<file path="config.mk">
export PLATFORM = sky130hd
export DESIGN_NAME = can_id_rate_counter_flat
export DESIGN_NICKNAME = d
export VERILOG_FILES = /design/src/rtl/cidrc_pkg.sv /design/src/rtl/cidrc_req_if.sv /design/src/rtl/cidrc_res_if.sv /design/src/rtl/cidrc_ram.sv /design/src/rtl/can_id_rate_counter.sv /design/src/flat_wrapper.sv
export SDC_FILE = /design/constraint.sdc
export NUM_CORES = 2
export LEC_CHECK = 0
export ABC_AREA = 1
export BUFFER_PORTS_ARGS = -buffer_cell sky130_fd_sc_hd__buf_2
export CAP_MARGIN = 30
export CELL_PAD_IN_SITES_DETAIL_PLACEMENT = 1
export CELL_PAD_IN_SITES_GLOBAL_PLACEMENT = 1
export CORE_ASPECT_RATIO = 1.2
export CORE_UTILIZATION = 45
export DETAILED_ROUTE_END_ITERATION = 6
export HOLD_SLACK_MARGIN = 0.1
export PLACE_DENSITY = 0.79
export SLEW_MARGIN = 20
export SYNTH_ARGS = -nofsm -noshare
export SYNTH_HDL_FRONTEND = slang
export SYNTH_SLANG_ARGS = --single-unit
</file>
<file path="constraint.sdc">
create_clock -name clk_i -period 13.4 [get_ports clk_i]
set_input_delay 2.01 -clock clk_i [delete_from_list [all_inputs] [get_ports clk_i]]
set_output_delay 2.01 -clock clk_i [all_outputs]
set_load 0.01 [all_outputs]
</file>
<file path="src/rtl/cidrc_pkg.sv">
// Package for the CAN identifier rate counter: request and result types,
// register indexes and default table size. No dependencies.
package cidrc_pkg;

  localparam int unsigned TableSizeDef = 32;
  localparam int unsigned IdW          = 32;
  localparam int unsigned CountW       = 32;
  localparam int unsigned TicksW       = 6;
  localparam int unsigned IndexOutW    = 5;
  localparam int unsigned CfgIdxW      = 1;
  localparam int unsigned CfgDataW     = 32;

  localparam logic [CfgIdxW-1:0] REG_TIME_MODE = 1'b0;
  localparam logic [CfgIdxW-1:0] REG_SYNC_ID   = 1'b1;

  typedef struct packed {
    logic [IdW-1:0]    msg_id;
    logic [TicksW-1:0] sync_ticks;
    logic              new_second;
  } req_t;

  typedef struct packed {
    logic [IndexOutW-1:0] entry_index;
    logic [IdW-1:0]       entry_id;
    logic [CountW-1:0]    entry_count;
    logic [IndexOutW-1:0] entries_in_use;
    logic [CountW-1:0]    total_count;
    logic                 table_empty;
    logic                 is_last;
  } res_t;

endpackage

</file>
<file path="src/rtl/cidrc_req_if.sv">
// Request channel interface: valid, ready and one received message.
// Depends on cidrc_pkg.
interface cidrc_req_if import cidrc_pkg::*; ();
  logic valid;
  logic ready;
  req_t item;

  modport source (output valid, output item, input ready);
  modport sink (input valid, input item, output ready);
endinterface

</file>
<file path="src/rtl/cidrc_res_if.sv">
// Result channel interface: valid, ready and one report entry.
// Depends on cidrc_pkg.
interface cidrc_res_if import cidrc_pkg::*; ();
  logic valid;
  logic ready;
  res_t item;

  modport source (output valid, output item, input ready);
  modport sink (input valid, input item, output ready);
endinterface

</file>
<file path="src/rtl/cidrc_ram.sv">
// Generic single-write, single-read RAM with registered read data.
// No dependencies.
module cidrc_ram #(
  parameter int unsigned Width = 32,
  parameter int unsigned Depth = 32
) (
  input  logic                     clk_i,
  input  logic                     we_i,
  input  logic [$clog2(Depth)-1:0] waddr_i,
  input  logic [Width-1:0]         wdata_i,
  input  logic [$clog2(Depth)-1:0] raddr_i,
  output logic [Width-1:0]         rdata_o
);

  logic [Width-1:0] mem_q [Depth];
  logic [Width-1:0] rdata_q;

  always_ff @(posedge clk_i) begin
    if (we_i) begin
      mem_q[waddr_i] <= wdata_i;
    end
    rdata_q <= mem_q[raddr_i];
  end

  assign rdata_o = rdata_q;

endmodule

</file>
<file path="src/rtl/can_id_rate_counter.sv">
// Top level of the CAN identifier rate counter: sequencer, learned id and
// count tables in RAM, shared adder and output register.
// Depends on cidrc_pkg, cidrc_req_if, cidrc_res_if and cidrc_ram.

// Each request is one received CAN message. The block learns up to
// TABLE_SIZE-1 distinct nonzero identifiers and counts messages per id. At a
// period boundary (new_second when time_mode_q is clear, or a sync message with
// zero ticks when it is set) it first reports every learned entry with its
// count and the period total, or one empty marker, and clears the counts; then
// it counts the message. One sequencer walks the tables one entry at a time
// through a single RAM read port and one shared 32-bit adder.
// A request searches the learned entries for its id; when it closes a period
// it first sums and then reports them, or gives the empty marker, and the
// result side can stall the report.
// No request is taken until the previous one is done.
module can_id_rate_counter import cidrc_pkg::*; #(
  parameter int unsigned TABLE_SIZE = TableSizeDef
) (
  input  logic                clk_i,
  input  logic                rst_ni,
  input  logic                cfg_we_i,
  input  logic [CfgIdxW-1:0]  cfg_idx_i,
  input  logic [CfgDataW-1:0] cfg_wdata_i,
  cidrc_req_if.sink           req_i,
  cidrc_res_if.source         res_o
);

  localparam int unsigned IdxW = $clog2(TABLE_SIZE);
  localparam logic [IdxW-1:0] MaxUsed = IdxW'(TABLE_SIZE - 1);

  localparam logic [3:0] S_IDLE     = 4'd0;
  localparam logic [3:0] S_EMPTY    = 4'd1;
  localparam logic [3:0] S_SUM_RD   = 4'd2;
  localparam logic [3:0] S_SUM_ACC  = 4'd3;
  localparam logic [3:0] S_DUMP_RD  = 4'd4;
  localparam logic [3:0] S_DUMP_OUT = 4'd5;
  localparam logic [3:0] S_FIND     = 4'd6;
  localparam logic [3:0] S_SRCH_RD  = 4'd7;
  localparam logic [3:0] S_SRCH_CMP = 4'd8;
  localparam logic [3:0] S_APPEND   = 4'd9;

  logic [3:0]        st_q, st_d;
  logic              time_mode_q;
  logic [IdW-1:0]    sync_id_q;
  logic [IdxW-1:0]   used_q, used_d;
  logic [IdxW-1:0]   idx_q, idx_d;
  logic [IdW-1:0]    id_q, id_d;
  logic [CountW-1:0] total_q, total_d;
  res_t              out_q, out_d;
  logic              out_valid_q, out_valid_d;

  logic              req_acc;
  logic              boundary;
  logic              out_free;
  logic              idx_last;
  logic [CountW-1:0] add_a, add_sum;
  logic [IdW-1:0]    id_rd;
  logic [CountW-1:0] cnt_rd;
  logic              id_we, cnt_we;
  logic [IdxW-1:0]   wr_addr;
  logic [CountW-1:0] cnt_wdata;

  assign req_i.ready = (st_q == S_IDLE);
  assign req_acc     = req_i.valid && req_i.ready;
  assign boundary    = time_mode_q
                     ? ((req_i.item.msg_id == sync_id_q) && (req_i.item.sync_ticks == '0))
                     : req_i.item.new_second;
  assign out_free    = !out_valid_q || res_o.ready;
  assign idx_last    = (IdxW'(idx_q + 1'b1) == used_q);
  assign add_a       = (st_q == S_SUM_ACC) ? total_q : CountW'(1);
  assign add_sum     = add_a + cnt_rd;

  assign res_o.valid = out_valid_q;
  assign res_o.item  = out_q;

  cidrc_ram #(.Width(IdW), .Depth(TABLE_SIZE)) u_id_ram (
    .clk_i   (clk_i),
    .we_i    (id_we),
    .waddr_i (wr_addr),
    .wdata_i (id_q),
    .raddr_i (idx_q),
    .rdata_o (id_rd)
  );

  cidrc_ram #(.Width(CountW), .Depth(TABLE_SIZE)) u_cnt_ram (
    .clk_i   (clk_i),
    .we_i    (cnt_we),
    .waddr_i (wr_addr),
    .wdata_i (cnt_wdata),
    .raddr_i (idx_q),
    .rdata_o (cnt_rd)
  );

  always_comb begin
    st_d        = st_q;
    used_d      = used_q;
    idx_d       = idx_q;
    id_d        = id_q;
    total_d     = total_q;
    out_d       = out_q;
    out_valid_d = out_valid_q && !res_o.ready;
    id_we       = 1'b0;
    cnt_we      = 1'b0;
    wr_addr     = idx_q;
    cnt_wdata   = '0;
    case (st_q)
      S_IDLE: begin
        if (req_acc) begin
          id_d    = req_i.item.msg_id;
          idx_d   = '0;
          total_d = '0;
          if (!boundary) begin
            st_d = S_FIND;
          end else if (used_q == '0) begin
            st_d = S_EMPTY;
          end else begin
            st_d = S_SUM_RD;
          end
        end
      end
      S_EMPTY: begin
        if (out_free) begin
          out_d             = '0;
          out_d.table_empty = 1'b1;
          out_d.is_last     = 1'b1;
          out_valid_d       = 1'b1;
          st_d              = S_FIND;
        end
      end
      S_SUM_RD: begin
        st_d = S_SUM_ACC;
      end
      S_SUM_ACC: begin
        total_d = add_sum;
        if (idx_last) begin
          idx_d = '0;
          st_d  = S_DUMP_RD;
        end else begin
          idx_d = idx_q + 1'b1;
          st_d  = S_SUM_RD;
        end
      end
      S_DUMP_RD: begin
        st_d = S_DUMP_OUT;
      end
      S_DUMP_OUT: begin
        if (out_free) begin
          out_d.entry_index    = IndexOutW'(idx_q);
          out_d.entry_id       = id_rd;
          out_d.entry_count    = cnt_rd;
          out_d.entries_in_use = IndexOutW'(used_q);
          out_d.total_count    = total_q;
          out_d.table_empty    = 1'b0;
          out_d.is_last        = idx_last;
          out_valid_d          = 1'b1;
          cnt_we               = 1'b1;
          if (idx_last) begin
            st_d = S_FIND;
          end else begin
            idx_d = idx_q + 1'b1;
            st_d  = S_DUMP_RD;
          end
        end
      end
      S_FIND: begin
        idx_d = '0;
        if (id_q == '0) begin
          st_d = S_IDLE;
        end else if (used_q == '0) begin
          st_d = S_APPEND;
        end else begin
          st_d = S_SRCH_RD;
        end
      end
      S_SRCH_RD: begin
        st_d = S_SRCH_CMP;
      end
      S_SRCH_CMP: begin
        if (id_rd == id_q) begin
          cnt_we    = 1'b1;
          cnt_wdata = add_sum;
          st_d      = S_IDLE;
        end else if (idx_last) begin
          st_d = S_APPEND;
        end else begin
          idx_d = idx_q + 1'b1;
          st_d  = S_SRCH_RD;
        end
      end
      S_APPEND: begin
        wr_addr = used_q;
        if (used_q != MaxUsed) begin
          id_we     = 1'b1;
          cnt_we    = 1'b1;
          cnt_wdata = CountW'(1);
          used_d    = used_q + 1'b1;
        end
        st_d = S_IDLE;
      end
      default: begin
        st_d = S_IDLE;
      end
    endcase
  end

  always_ff @(posedge clk_i or negedge rst_ni) begin
    if (!rst_ni) begin
      st_q        <= S_IDLE;
      used_q      <= '0;
      out_valid_q <= 1'b0;
      time_mode_q <= 1'b0;
      sync_id_q   <= '0;
    end else begin
      st_q        <= st_d;
      used_q      <= used_d;
      out_valid_q <= out_valid_d;
      if (cfg_we_i) begin
        case (cfg_idx_i)
          REG_TIME_MODE: time_mode_q <= cfg_wdata_i[0];
          REG_SYNC_ID:   sync_id_q   <= cfg_wdata_i[IdW-1:0];
          default:       ;
        endcase
      end
    end
  end

  always_ff @(posedge clk_i) begin
    idx_q   <= idx_d;
    id_q    <= id_d;
    total_q <= total_d;
    out_q   <= out_d;
  end

`ifndef SYNTHESIS
  a_zero_id_idle: assert property (@(posedge clk_i) disable iff (!rst_ni)
    req_acc && (req_i.item.msg_id == '0) && !boundary |=> ##1 st_q == S_IDLE)
    else $error("zero id without boundary did not return to idle");

  a_used_step: assert property (@(posedge clk_i) disable iff (!rst_ni)
    used_q != $past(used_q) |-> (used_q == $past(used_q) + 1'b1) && ($past(st_q) == S_APPEND))
    else $error("learned entry count changed outside append");

  a_last_ends_dump: assert property (@(posedge clk_i) disable iff (!rst_ni)
    (st_q == S_DUMP_OUT) && out_free && idx_last |=> st_q == S_FIND)
    else $error("report did not end after last entry");

  a_used_bound: assert property (@(posedge clk_i) disable iff (!rst_ni)
    (st_q == S_APPEND) && (used_q == MaxUsed) |=> used_q == MaxUsed)
    else $error("full table learned a new id");
`endif

endmodule
</file>
<file path="src/flat_wrapper.sv">
// flat-port wrapper written by rule: the top's interface ports become plain ports
module can_id_rate_counter_flat import cidrc_pkg::*;
#(
  parameter int unsigned TABLE_SIZE = TableSizeDef
)
  (clk_i, rst_ni, cfg_we_i, cfg_idx_i, cfg_wdata_i, req_i_valid, req_i_item, req_i_ready, res_o_valid, res_o_item, res_o_ready);
  cidrc_req_if req_i_i ();
  cidrc_res_if res_o_i ();
  input  logic clk_i;
  input  logic rst_ni;
  input  logic cfg_we_i;
  input  logic [CfgIdxW-1:0] cfg_idx_i;
  input  logic [CfgDataW-1:0] cfg_wdata_i;
  input wire logic [$bits(req_i_i.valid)-1:0] req_i_valid;
  input wire logic [$bits(req_i_i.item)-1:0] req_i_item;
  output wire logic [$bits(req_i_i.ready)-1:0] req_i_ready;
  output wire logic [$bits(res_o_i.valid)-1:0] res_o_valid;
  output wire logic [$bits(res_o_i.item)-1:0] res_o_item;
  input wire logic [$bits(res_o_i.ready)-1:0] res_o_ready;
  assign req_i_i.valid = req_i_valid;
  assign req_i_i.item = req_i_item;
  assign req_i_ready = req_i_i.ready;
  assign res_o_valid = res_o_i.valid;
  assign res_o_item = res_o_i.item;
  assign res_o_i.ready = res_o_ready;
  can_id_rate_counter #(.TABLE_SIZE(TABLE_SIZE)) u_core (.clk_i(clk_i), .rst_ni(rst_ni), .cfg_we_i(cfg_we_i), .cfg_idx_i(cfg_idx_i), .cfg_wdata_i(cfg_wdata_i), .req_i(req_i_i), .res_o(res_o_i));
endmodule
</file>
==> metrics.txt <==
Bufs on Longest Clock Path 3; first-pass GRT wire length 441 mm; Worst-Skew Late Latency 0.91 ns; Netlist cell types 45; Port Buffer Count 186; worst-margin pin slew 1.05 ns; Avg WL per Cell 29.0 um; Die Ht 500 um; wire length on met3 25.5 mm; crit path capture type flop; number of global-route vias before repair 68100; Period Utilization, post-route 38.2%; most common cell after layout, fill and taps aside edfxtp_1; Site Rows 182; min-delay src u_core.sync_id_q[0]$_DFFE_PN0P_; Worst Skew 0.0556 ns; ys flop type edfxtp_1; max-cap viol count 0; DP Wirelength 157 mm; Pre-antenna DRT Iters 6; setup repair after global routing missed its margin no; worst vdd ir 0.000199 V; final hold vios 0; clock sink total 2332; ratio of cells with drive above 1 in the final layout 10.7%; wl on met1 110 mm; most frequent cells in the layout edfxtp_1, nor2_1, o21ai_0, nand2_1, o22ai_1; initial antenna violation count 14; WL met2 150 mm; Critical Path AT 5.93 ns; Slew headroom 30.2%; CP Class reg2reg; pwr dens 210 nW/um^2; largest net degree at the start of global routing 200; net count after synthesis 7553; nets 7684; fmax 195 MHz; highest metal used met5; CP Launch Type flop; Place WS 8.28 ns; initial DRC count 8004; Mean Syn Cell Area 12.5 um^2; final slew viol count 0; Worst Hold Class reg2reg; post-synth top area cell edfxtp_1; total power draw 22.1 mW; CTS Root Cell clkbuf_16; reg2reg start u_core.idx_q[0]$_DFFE_PP_; Post-synth EDFFs 2225; worst reg2reg setup slack 8.28 ns; CTS tree built; # setup viols final 0; layout overhead on the synthesized area 13.0%; Crit Path Max Fanout 199; postcts setup bufs 0; Hold Path Depth 2; DIE AREA 208000 um^2; capture point of the worst reg-to-reg path u_core.u_cnt_ram.rdata_o[10]$_DFF_P_; post-CTS sizing 0; synthesized area 93000 um^2; die width 417 um; Synth area leaders edfxtp_1, nor2_1, o21ai_0, o22ai_1, nand2_1; CORE AREA 205000 um^2; GRT overflow 0; DRC Markers 0; Post-Syn Instances 7440; H-tree depth 4; Final GP Congestion 0.865; fin crit period 5.12 ns; synthesis-stage register bit count 2332; CTS buffer count 225; post-synthesis sequential area ratio 74.4%; status finished, final reports clean; Reg2Reg Depth 12; routed vias/inst 6.17; Leak 33.5 nW; Post-CTS Hold Buffers 0; Syn. warnings 0; async set or reset register ratio after synthesis 1.84%; Top-Level Pins 187; setup TNS 0 ns; Total Routed Length 305 mm; Initial Utilization 45.3%; gr usage total 28.7%; post-synth top area share 71.9%; Reg clk slew, reported paths 0.07 ns; via count 65000; hold endpoint u_core.sync_id_q[0]$_DFFE_PN0P_; setup ws final 8.28 ns; critical path required time 14.22 ns; Final ANT Viol Nets 0; origin of the worst setup path u_core.idx_q[0]$_DFFE_PP_
==> layer usage <==
| layer | vias up | GRT usage (%) |
|---|---|---|
| met2 | 3668 | 49.0 |
| met4 | 8 | 16.5 |
| met5 | - | 0 |
| met3 | 996 | 4.78 |
| li1 | 27300 | - |
| met1 | 33100 | 34.3 |
==> worst max-delay path, stage by stage (launching register included) <==
cell and delay (ns):
edfxtp_1 0.37, buf_4 0.31, inv_8 0.28, buf_16 0.47, buf_4 0.83, buf_12 0.65
buf_12 0.62, o21ai_0 0.22, o22ai_1 0.23, o21ai_0 0.15, o22ai_1 0.23, nand2_1 0.09
nand2_1 0.12
==> registers in the layout, summed over array words and instances, names as in the netlist <==
| signal | count |
|---|---|
| u_core.id_q | 32 |
| u_core.idx_q | 5 |
| u_core.res_o.item | 108 |
| u_core.res_o.valid | 1 |
| u_core.st_q | 4 |
| u_core.sync_id_q | 32 |
| u_core.time_mode_q | 1 |
| u_core.total_q | 32 |
| u_core.u_cnt_ram.mem_q | 1024 |
| u_core.u_cnt_ram.rdata_o | 32 |
| u_core.u_id_ram.mem_q | 1024 |
| u_core.u_id_ram.rdata_o | 32 |
| u_core.used_q | 5 |
==> logic make-up after synthesis <==
family / synth area share, %
simple gates: 9.83
flops: 74.4
compound gates: 11.5
buf+inv: 3.17
xor+xnor: 0.499
fa+ha+maj: 0.493
mux: 0.0969
==> per-stage QoR <==
step	instance area, um^2	cells	utilization, %	hold WS (ns)
after global routing	105000	10500	51.2	0.539
after CTS	105000	10500	51.1	0.509
after detailed placement	97300	10100	47.4	0.492
final	105000	10500	51.2	0.507
after global placement	97200	10100	47.4	0.473
after floorplan	93000	7440	-	0.453
==> how the worst max path moves through the flow <==
stage / end / slack (ns) / cells past startpoint
after detailed placement: u_core.u_cnt_ram.rdata_o[4]$_DFF_P_ / 8.28 / 11
after CTS: u_core.u_cnt_ram.rdata_o[10]$_DFF_P_ / 8.13 / 11
after global placement: u_core.u_cnt_ram.rdata_o[4]$_DFF_P_ / 8.49 / 11
after floorplan: u_core.res_o.item[0]$_SDFFCE_PN1P_ / 6.25 / 2
final: u_core.u_cnt_ram.rdata_o[10]$_DFF_P_ / 8.28 / 12
after global routing: u_core.u_cnt_ram.rdata_o[10]$_DFF_P_ / 8.12 / 12
==> layout make-up <==
cell class	count	area, um^2
timing repair buffer	379	2690
fill	20700	100000
antenna	4	10.0
multi-input combinational	4400	21400
tap	2760	3450
clock buffer	315	6300
inverter	233	912
clock inverter	111	1140
sequential	2332	69200
==> cells in the mapped netlist (9+ instances only) <==
library cell / n
nand2_1: 578
inv_1: 224
buf_2: 116
o21ai_0: 1133
xor2_1: 13
nand3_1: 130
nor3_1: 16
dfxtp_1: 64
inv_2: 9
edfxtp_1: 2225
o22ai_1: 554
nand4_1: 14
buf_1: 20
nor2_1: 1601
ha_1: 35
dfrtp_1: 43
o221ai_1: 40
clkbuf_1: 309
buf_4: 22
a21oi_1: 76
o21ai_1: 112
xnor2_1: 40
==> report_power, final <==
group	internal, mW	leakage, nW	total (mW)	switching, mW
Clock	3.55	3.63	6.40	2.85
Sequential	8.51	19.5	8.78	0.270
Combinational	1.77	10.4	6.92	5.15
Note: power is estimated with default switching activity, not from simulation.
